$ cat src/rtl/core/argbpm_pkg.sv
`default_nettype none

package argbpm_pkg;

  localparam int COUNT_WIDTH_DEF = 24;

  localparam int CFG_ADDR_W = 2;
  localparam int CFG_DATA_W = 8;

  localparam logic [CFG_ADDR_W-1:0] REG_ALPHA_ENABLED    = 2'd0;
  localparam logic [CFG_ADDR_W-1:0] REG_PREMULTIPLY_MODE = 2'd1;
  localparam logic [CFG_ADDR_W-1:0] REG_SPARSE_FRACTION  = 2'd2;

  localparam logic [7:0] SPARSE_FRACTION_RST = 8'd3;
  localparam logic [7:0] ALPHA_MAX           = 8'hff;
  localparam logic [7:0] ALPHA_MIN           = 8'h00;

  typedef struct packed {
    logic [31:0] pixel_in;
    logic        last_pixel;
  } pix_in_t;

  typedef struct packed {
    logic [31:0] pixel_out;
    logic        last_out;
    logic        sparse_flag;
  } pix_out_t;

endpackage

`default_nettype wire

$ cat src/rtl/core/argbpm_if.sv
`default_nettype none

interface argbpm_in_if import argbpm_pkg::*; ();
  logic    valid;
  logic    ready;
  pix_in_t data;

  modport source (output valid, output data, input ready);
  modport sink (input valid, input data, output ready);
endinterface

interface argbpm_out_if import argbpm_pkg::*; ();
  logic     valid;
  logic     ready;
  pix_out_t data;

  modport source (output valid, output data, input ready);
  modport sink (input valid, input data, output ready);
endinterface

`default_nettype wire

$ cat src/rtl/core/argb_premultiply_sparse_detect_core.sv
// The result beat for an accepted input beat is registered and offered in the next cycle.
// Throughput: one pixel per cycle; the output register is refilled in the
// cycle it is drained, so input ready only drops while a result is stalled.
// Reset (rst, synchronous, active high): output empty, counters zero,
// alpha_enabled = 1, premultiply_mode = 1, sparse_fraction = 3.
`default_nettype none

module argb_premultiply_sparse_detect_core import argbpm_pkg::*; #(
  parameter int COUNT_WIDTH = COUNT_WIDTH_DEF
) (
  input  wire logic                  clk,
  input  wire logic                  rst,
  input  wire logic                  cfg_we,
  input  wire logic [CFG_ADDR_W-1:0] cfg_addr,
  input  wire logic [CFG_DATA_W-1:0] cfg_data,
  argbpm_in_if.sink                  pix_in,
  argbpm_out_if.source               pix_out
);

  localparam int PW = COUNT_WIDTH + 8;

  logic                   alpha_enabled;
  logic                   premultiply_mode;
  logic [7:0]             sparse_fraction;
  logic [COUNT_WIDTH-1:0] pixel_total;
  logic [COUNT_WIDTH-1:0] extreme_count;
  logic [COUNT_WIDTH-1:0] pixel_total_next;
  logic [COUNT_WIDTH-1:0] extreme_count_next;
  logic                   out_valid;
  pix_out_t               out_beat;
  pix_out_t               out_beat_next;

  logic                   accept;
  logic [7:0]             alpha;
  logic [8:0]             alpha_p1;
  logic [16:0]            red_prod;
  logic [16:0]            grn_prod;
  logic [16:0]            blu_prod;
  logic                   is_extreme;
  logic [COUNT_WIDTH-1:0] total_inc;
  logic [COUNT_WIDTH-1:0] extreme_inc;
  logic [COUNT_WIDTH-1:0] total_cnt;
  logic [COUNT_WIDTH-1:0] extreme_cnt;
  logic [PW-1:0]          frac_prod;

  assign pix_in.ready  = !out_valid || pix_out.ready;
  assign accept        = pix_in.valid && pix_in.ready;
  assign pix_out.valid = out_valid;
  assign pix_out.data  = out_beat;

  // per-channel scale: (c * (a + 1)) >> 8
  assign alpha    = pix_in.data.pixel_in[31:24];
  assign alpha_p1 = {1'b0, alpha} + 9'd1;
  assign red_prod = {9'd0, pix_in.data.pixel_in[23:16]} * {8'd0, alpha_p1};
  assign grn_prod = {9'd0, pix_in.data.pixel_in[15:8]} * {8'd0, alpha_p1};
  assign blu_prod = {9'd0, pix_in.data.pixel_in[7:0]} * {8'd0, alpha_p1};

  assign is_extreme  = (alpha == ALPHA_MIN) || (alpha == ALPHA_MAX);
  assign total_inc   = (&pixel_total) ? pixel_total : pixel_total + COUNT_WIDTH'(1);
  assign extreme_inc = (&extreme_count) ? extreme_count : extreme_count + COUNT_WIDTH'(1);
  assign total_cnt   = total_inc;
  assign extreme_cnt = is_extreme ? extreme_inc : extreme_count;
  assign frac_prod   = {{COUNT_WIDTH{1'b0}}, sparse_fraction} * {8'd0, extreme_cnt};

  always_comb begin
    out_beat_next.pixel_out   = pix_in.data.pixel_in;
    out_beat_next.last_out    = pix_in.data.last_pixel;
    out_beat_next.sparse_flag = 1'b0;
    pixel_total_next          = pixel_total;
    extreme_count_next        = extreme_count;
    if (alpha_enabled) begin
      if (premultiply_mode) begin
        out_beat_next.pixel_out = {alpha, red_prod[15:8], grn_prod[15:8], blu_prod[15:8]};
      end
      pixel_total_next   = total_cnt;
      extreme_count_next = extreme_cnt;
      out_beat_next.sparse_flag = pix_in.data.last_pixel &&
                                  (frac_prod >= {8'd0, total_cnt});
    end
    if (pix_in.data.last_pixel) begin
      pixel_total_next   = '0;
      extreme_count_next = '0;
    end
  end

  always_ff @(posedge clk) begin
    if (rst) begin
      alpha_enabled    <= 1'b1;
      premultiply_mode <= 1'b1;
      sparse_fraction  <= SPARSE_FRACTION_RST;
    end else if (cfg_we) begin
      case (cfg_addr)
        REG_ALPHA_ENABLED:    alpha_enabled    <= cfg_data[0];
        REG_PREMULTIPLY_MODE: premultiply_mode <= cfg_data[0];
        REG_SPARSE_FRACTION:  sparse_fraction  <= cfg_data;
        default: ;
      endcase
    end
  end

  always_ff @(posedge clk) begin
    if (rst) begin
      pixel_total   <= '0;
      extreme_count <= '0;
      out_valid     <= 1'b0;
    end else begin
      if (accept) begin
        pixel_total   <= pixel_total_next;
        extreme_count <= extreme_count_next;
        out_valid     <= 1'b1;
      end else if (pix_out.ready) begin
        out_valid <= 1'b0;
      end
    end
  end

  always_ff @(posedge clk) begin
    if (accept) begin
      out_beat <= out_beat_next;
    end
  end

  a_last_clears: assert property (@(posedge clk) disable iff (rst)
    accept && pix_in.data.last_pixel |=> pixel_total == '0 && extreme_count == '0)
    else $error("counters not cleared after last pixel");

  a_extreme_le_total: assert property (@(posedge clk) disable iff (rst)
    extreme_count <= pixel_total)
    else $error("extreme count exceeds pixel total");

  a_sparse_on_last: assert property (@(posedge clk) disable iff (rst)
    out_valid && out_beat.sparse_flag |-> out_beat.last_out)
    else $error("sparse flag on non-last result");

  a_disabled_hold: assert property (@(posedge clk) disable iff (rst)
    accept && !alpha_enabled && !pix_in.data.last_pixel |=>
      $stable(pixel_total) && $stable(extreme_count))
    else $error("counters moved with alpha disabled");

  a_stall_keeps: assert property (@(posedge clk) disable iff (rst)
    out_valid && !pix_out.ready |=> out_valid)
    else $error("stalled result dropped");

endmodule

`default_nettype wire
$ cat src/flat_wrapper.sv
// flat-port wrapper written by rule: the top's interface ports become plain ports
module argb_premultiply_sparse_detect_core_flat import argbpm_pkg::*;
#(
  parameter int COUNT_WIDTH = COUNT_WIDTH_DEF
)
  (clk, rst, cfg_we, cfg_addr, cfg_data, pix_in_valid, pix_in_data, pix_in_ready, pix_out_valid, pix_out_data, pix_out_ready);
  argbpm_in_if pix_in_i ();
  argbpm_out_if pix_out_i ();
  input  wire logic clk;
  input  wire logic rst;
  input  wire logic cfg_we;
  input  wire logic [CFG_ADDR_W-1:0] cfg_addr;
  input  wire logic [CFG_DATA_W-1:0] cfg_data;
  input wire logic [$bits(pix_in_i.valid)-1:0] pix_in_valid;
  input wire logic [$bits(pix_in_i.data)-1:0] pix_in_data;
  output wire logic [$bits(pix_in_i.ready)-1:0] pix_in_ready;
  output wire logic [$bits(pix_out_i.valid)-1:0] pix_out_valid;
  output wire logic [$bits(pix_out_i.data)-1:0] pix_out_data;
  input wire logic [$bits(pix_out_i.ready)-1:0] pix_out_ready;
  assign pix_in_i.valid = pix_in_valid;
  assign pix_in_i.data = pix_in_data;
  assign pix_in_ready = pix_in_i.ready;
  assign pix_out_valid = pix_out_i.valid;
  assign pix_out_data = pix_out_i.data;
  assign pix_out_i.ready = pix_out_ready;
  argb_premultiply_sparse_detect_core #(.COUNT_WIDTH(COUNT_WIDTH)) u_core (.clk(clk), .rst(rst), .cfg_we(cfg_we), .cfg_addr(cfg_addr), .cfg_data(cfg_data), .pix_in(pix_in_i), .pix_out(pix_out_i));
endmodule
$ cat config.mk
export PLATFORM = sky130hd
export DESIGN_NAME = argb_premultiply_sparse_detect_core_flat
export DESIGN_NICKNAME = d
export VERILOG_FILES = /design/src/rtl/core/argbpm_pkg.sv /design/src/rtl/core/argbpm_if.sv /design/src/rtl/core/argb_premultiply_sparse_detect_core.sv /design/src/flat_wrapper.sv
export SDC_FILE = /design/constraint.sdc
export NUM_CORES = 1
export LEC_CHECK = 0
export ABC_AREA = 1
export BUFFER_PORTS_ARGS = -buffer_cell sky130_fd_sc_hd__buf_2
export CAP_MARGIN = 0
export CORE_UTILIZATION = 33
export DETAILED_ROUTE_END_ITERATION = 8
export GPL_TIMING_DRIVEN = 0
export PLACE_DENSITY = 0.47
export SLEW_MARGIN = 20
export SYNTH_ARGS = -nofsm -noshare
export SYNTH_HDL_FRONTEND = slang
export SYNTH_SLANG_ARGS = --single-unit
$ cat constraint.sdc
create_clock -name clk -period 8.2 [get_ports clk]
set_input_delay 1.64 -clock clk [delete_from_list [all_inputs] [get_ports clk]]
set_output_delay 1.64 -clock clk [all_outputs]
set_load 0.02 [all_outputs]
# Yosys cells after proc, flatten, opt, wreduce, memory -nomap -nowiden
# Index checks and enable logic that the tools add are counted.
totals:
  regBits: 93
  input_bits: 48
  out_inout_bits: 36
  wordCells: 46
op_classes:
  add_sub_neg: 3
  mul: 4
  magnitude_cmp: 1
  eq_ne: 3
  mux: 11
  reduce_logical: 15
op_table:
  columns: ["operator", "n"]
  rows:
  - ["$mux 24", 9]
  - ["$add 24x1->24 const B", 2]
  - ["$mul 8x9->16", 3]
  - ["$reduce_and 24->1", 2]
  - ["$ge 32x24->1", 1]
  - ["$mul 8x24->32", 1]
  - ["$add 8x1->9 const B", 1]
  - ["$eq 8x8->1 const B", 1]
  - ["$logic_not 8->1", 1]
  - ["$reduce_and 2->1", 4]
  - ["$reduce_bool 2->1", 2]
  - ["$eq 2x1->1 const B", 1]
  - ["$eq 2x2->1 const B", 1]
  - ["$logic_and 1x1->1", 2]
  - ["$logic_not 2->1", 1]
  - ["$logic_or 1x1->1", 2]
  - ["$mux 1", 2]
  - ["$logic_not 1->1", 1]

# Depth between registers and ports, before layout
logic_depth:
  depth_word: 6
  ltp_mapped: 40
  mapped_depth_nobuf: 40

# Worst setup path after synthesis
# OpenSTA, ideal clock, no wires.
synth_path:
  kind: "input-to-reg"
  start: "input pix_in_data[25]"
  end: "register u_core.out_beat, in the netlist u_core.pix_out.data[0], data pin"
  setup_ns: 0.252
  arrival_time_ns: 7.141
  t_required_ns: 7.948
  setup_slack_ns: 0.807
  cell_stages: 34
  path_buffers: 3
  path_cell_list: "buf_2 inv_1 ha_1 nand4_1 nand2_4 buf_6 buf_4 nand3_1 o21ai_2 nor2_1 fa_1 inv_1 fa_1 inv_1 fa_1 inv_1 fa_1 inv_1 ha_1 nand2_1 nor2_1 inv_1 o21bai_1 a31oi_1 xnor2_1 ha_1 a21oi_1 o21ai_0 nor2_1 nand2_1 nor2_1 nand3_1 nor2_1 nor2_1"
synth_via:
  elab_chain_len: 6
  elab_cells_between_ends: 7
  cone_classes: "1 x mul; 1 x order compare; 1 x eq/ne; 1 x mux; 3 x reduce/logical"
synth_rtl:
  columns: ["item", "line", "text"]
  rows:
  - ["start: declaration", "flat_wrapper.sv:15", "input wire logic [$bits(pix_in_i.data)-1:0] pix_in_data;"]
  - ["$eq 8x8->1 or $logic_not 8->1 (tied branches)", "argb_premultiply_sparse_detect_core.sv:58", "assign is_extreme = (alpha == ALPHA_MIN) || (alpha == ALPHA_MAX);"]
  - ["$logic_or 1x1->1 (*)", "argb_premultiply_sparse_detect_core.sv:58", null]
  - ["$mux 24 (*)", "argb_premultiply_sparse_detect_core.sv:62", "assign extreme_cnt = is_extreme ? extreme_inc : extreme_count;"]
  - ["$mul 8x24->32 (*)", "argb_premultiply_sparse_detect_core.sv:63", "assign frac_prod = {{COUNT_WIDTH{1'b0}}, sparse_fraction} * {8'd0, extreme_cnt};"]
  - ["$ge 32x24->1 (*)", "argb_premultiply_sparse_detect_core.sv:78", "(frac_prod >= {8'd0, total_cnt});"]
  - ["$logic_and 1x1->1 (*)", "argb_premultiply_sparse_detect_core.sv:77", "out_beat_next.sparse_flag = pix_in.data.last_pixel &&"]
  - ["end signal: assignment", "argb_premultiply_sparse_detect_core.sv:119", "out_beat <= out_beat_next;"]
  - ["end: declaration", "argb_premultiply_sparse_detect_core.sv:30", "pix_out_t out_beat;"]
# Every way passes the cells marked *; elsewhere a longest branch is shown, timed or not.
# A chain may end at the register's enable or synchronous reset.

# Worst setup path in the final report
# Same ends and word-level chain as after synthesis.

==> impl_metrics.env <==
export IMPL_relSlewSlack=0.386
export IMPL_place_ws_ns=-1.07
export IMPL_drt_wl_total_mm=61.1
export IMPL_fmax_mhz=127
export IMPL_status="finished, final reports clean"
export IMPL_drv_cap=0
export IMPL_ys_top_cells_by_count="682 x nand2_1, 575 x inv_1, 349 x nor2_1, 252 x fa_1, 176 x ha_1"
export IMPL_netlist_instances=2701
export IMPL_die_h_um=242
export IMPL_grt_pass1_wl_mm=97.3
export IMPL_antenna_cells=0
export IMPL_core_mm2=0.0565
export IMPL_ios=84
export IMPL_clk_path_buf_depth=2
export IMPL_setup_slack_ns=0.303
export IMPL_cts_root_buf="clkbuf_16"
export IMPL_finalCritPeriodShare=0.963
export IMPL_ys_warn_count=0
export IMPL_antenna_found_initial=0
export IMPL_required_ns=8.34
export IMPL_final_net_count=3295
export IMPL_first_pass_iters=5
export IMPL_power_mw=2.95
export IMPL_vdd_ir_drop_max_mv=0.0946
export IMPL_initial_core_util=0.335
export IMPL_dp_hpwl_mm=50.4
export IMPL_syn_avg_cell_area_um2=7.01
export IMPL_p_leak_nw=10.9
export IMPL_hold_buffers=0
export IMPL_synth_edf_count=34
export IMPL_cts_buffers=9
export IMPL_worst_setup_path_end_kind="register"
export IMPL_yosysMostFrequentCell="nand2_1"
export IMPL_skew_ns=0.0195
export IMPL_die_w_um=242
export IMPL_viasPerCell=4.78
export IMPL_drive_above_1_share=0.0992
export IMPL_criticalPathCategory="in -> reg"
export IMPL_path_clk_slew_ns=0.08
export IMPL_clkSinkCount=93
export IMPL_finalHoldViolCount=0
export IMPL_ys_seq_elements=93
export IMPL_crit_slowest_cell="fa_1"
export IMPL_synth_cell_type_count=53
export IMPL_grt_pass1_vias=17480
export IMPL_cp_max_fo=9
export IMPL_drcViolationCount=0
export IMPL_synthTopCellsByArea="fa_1 27%, nand2_1 14%, ha_1 12%, inv_1 11%, nor2_1 6.9%"
export IMPL_gr_total_overflow=0
export IMPL_synth_seq_area_share=0.116
export IMPL_die_area_mm2=0.0583
export IMPL_drv_slew=0
export IMPL_io_buffers=73
export IMPL_gp_congestion=0.905
export IMPL_finalCriticalPeriod_ns=7.90
export IMPL_syn_nets=3177
export IMPL_htree_levels=3
export IMPL_r2r_setup_slack_ns=1.03
export IMPL_yosysTopAreaCell="fa_1"
export IMPL_grt_usage=0.213
export IMPL_syn2layout_area_growth_pct=13.5
export IMPL_yosysTopAreaCellShare=0.266
export IMPL_grt_start_max_net_pins=28
export IMPL_tightestPinTransition_ns=0.921
export IMPL_avgRoutedWirePerCell_um=17.1
export IMPL_hold_class="reg -> reg"
export IMPL_crit_arrival_ns=8.03
export IMPL_crit_top_cell="nand2_1"
export IMPL_clock_latency_ns=0.40
export IMPL_cts_tree="built"
export IMPL_cp_slowest_stage_delay_ns=0.56
export IMPL_powerDensity_mw_per_mm2=137
export IMPL_syn_cell_area_mm2=0.0189
export IMPL_drtIter0Drc=860
export IMPL_rows=87
export IMPL_cp_start_kind="input pin"
export IMPL_ant_nets=0
export IMPL_ys_dominant_reg_cell="dfxtp_1"
export IMPL_vias=17114
export IMPL_finalSetupViolCount=0
export IMPL_postSynth_asyncResetShare=0
[final timing paths]
kind | from | endpoint | depth (start not counted)
max | pix_in_data[25] | u_core.pix_out.data[0]$_SDFFCE_PN0P_ | 38
min | u_core.premultiply_mode$_SDFFE_PP1P_ | u_core.premultiply_mode$_SDFFE_PP1P_ | 2
max reg2reg | u_core.extreme_count[0]$_SDFFE_PP0P_ | u_core.pix_out.data[0]$_SDFFCE_PN0P_ | 35
min reg2reg | u_core.premultiply_mode$_SDFFE_PP1P_ | u_core.premultiply_mode$_SDFFE_PP1P_ | 2
[sequential cells by signal, indices dropped and copies added, names as in the netlist]
| signal | cells |
|---|---|
| u_core.alpha_enabled | 1 |
| u_core.sparse_fraction | 8 |
| u_core.premultiply_mode | 1 |
| u_core.extreme_count | 24 |
| u_core.pix_out.data | 34 |
| u_core.pixel_total | 24 |
| u_core.pix_out.valid | 1 |
[routing by layer]
metal | track usage | part of all wire | wire [um] | vias to the layer above
li1 | - | - | - | 8382
met2 | 0.374 | 0.49 | 30100 | 308
met5 | 0 | 0 | 0 | -
met3 | 0.0166 | 0.028 | 1690 | 70
met4 | 0.0695 | 0.031 | 1870 | 0
met1 | 0.275 | 0.45 | 27400 | 8354
[what timing repair did]
item,4_1_cts,5_1_grt
gates resized for setup,24,98
setup buffers,10,23
setup endpoints to repair,1,1
pin swaps,8,49
[final cells by class]
type | instances | area [um2]
fillers | 6064 | 35000
plain buffers | 64 | 313
well taps | 756 | 946
repair buffers | 107 | 728
clock buffers | 10 | 229
flip-flops and latches | 93 | 2200
clock inverters | 6 | 93.8
multi-input cells | 1946 | 14700
inverters | 598 | 2250
[where the power goes]
part           total, mW  switching [mW]  internal (mW)
sequential         0.597          0.0201          0.576
combinational       1.84            1.19          0.653
clock              0.515           0.244          0.271
[worst max-delay path, delay by kind of cell]
| family | cells | cell delay (ns) |
|---|---|---|
| buf+inv | 10 | 1.11 |
| simple gates | 16 | 1.68 |
| compound gates | 4 | 0.44 |
| fa+ha+maj | 7 | 2.78 |
| xor+xnor | 1 | 0.34 |
[cell usage in the layout (no fill, tap or decap), drive strengths merged, types with 43 or more instances in the layout]
master / n
fa: 252
dfxtp: 59
buf: 123
nor2: 363
inv: 589
xor2: 43
nand3: 119
nand2: 694
clkbuf: 58
o21ai: 50
a21oi: 108
ha: 176
[cells by family after synthesis]
family | synth area share
mux | 0.000529
compound gates | 0.0574
fa+ha+maj | 0.383
simple gates | 0.274
buf+inv | 0.133
xor+xnor | 0.0363
flops | 0.116
[metrics by stage]
| step | cells | instance area, um2 | TNS [ns] | util | hold WS (ns) |
|---|---|---|---|---|---|
| final | 3580 | 21500 | 0 | 0.380 | 0.488 |
| after CTS | 3557 | 20800 | 0 | 0.368 | 0.488 |
| after global placement | 3530 | 20200 | -1.08 | 0.358 | 0.462 |
| after detailed placement | 3531 | 20300 | -1.07 | 0.359 | 0.473 |
| after global routing | 3580 | 21500 | -0.0597 | 0.380 | 0.525 |
| after floorplan | 2701 | 18900 | 0 | - | 0.443 |
(Power assumes the default switching activity.)
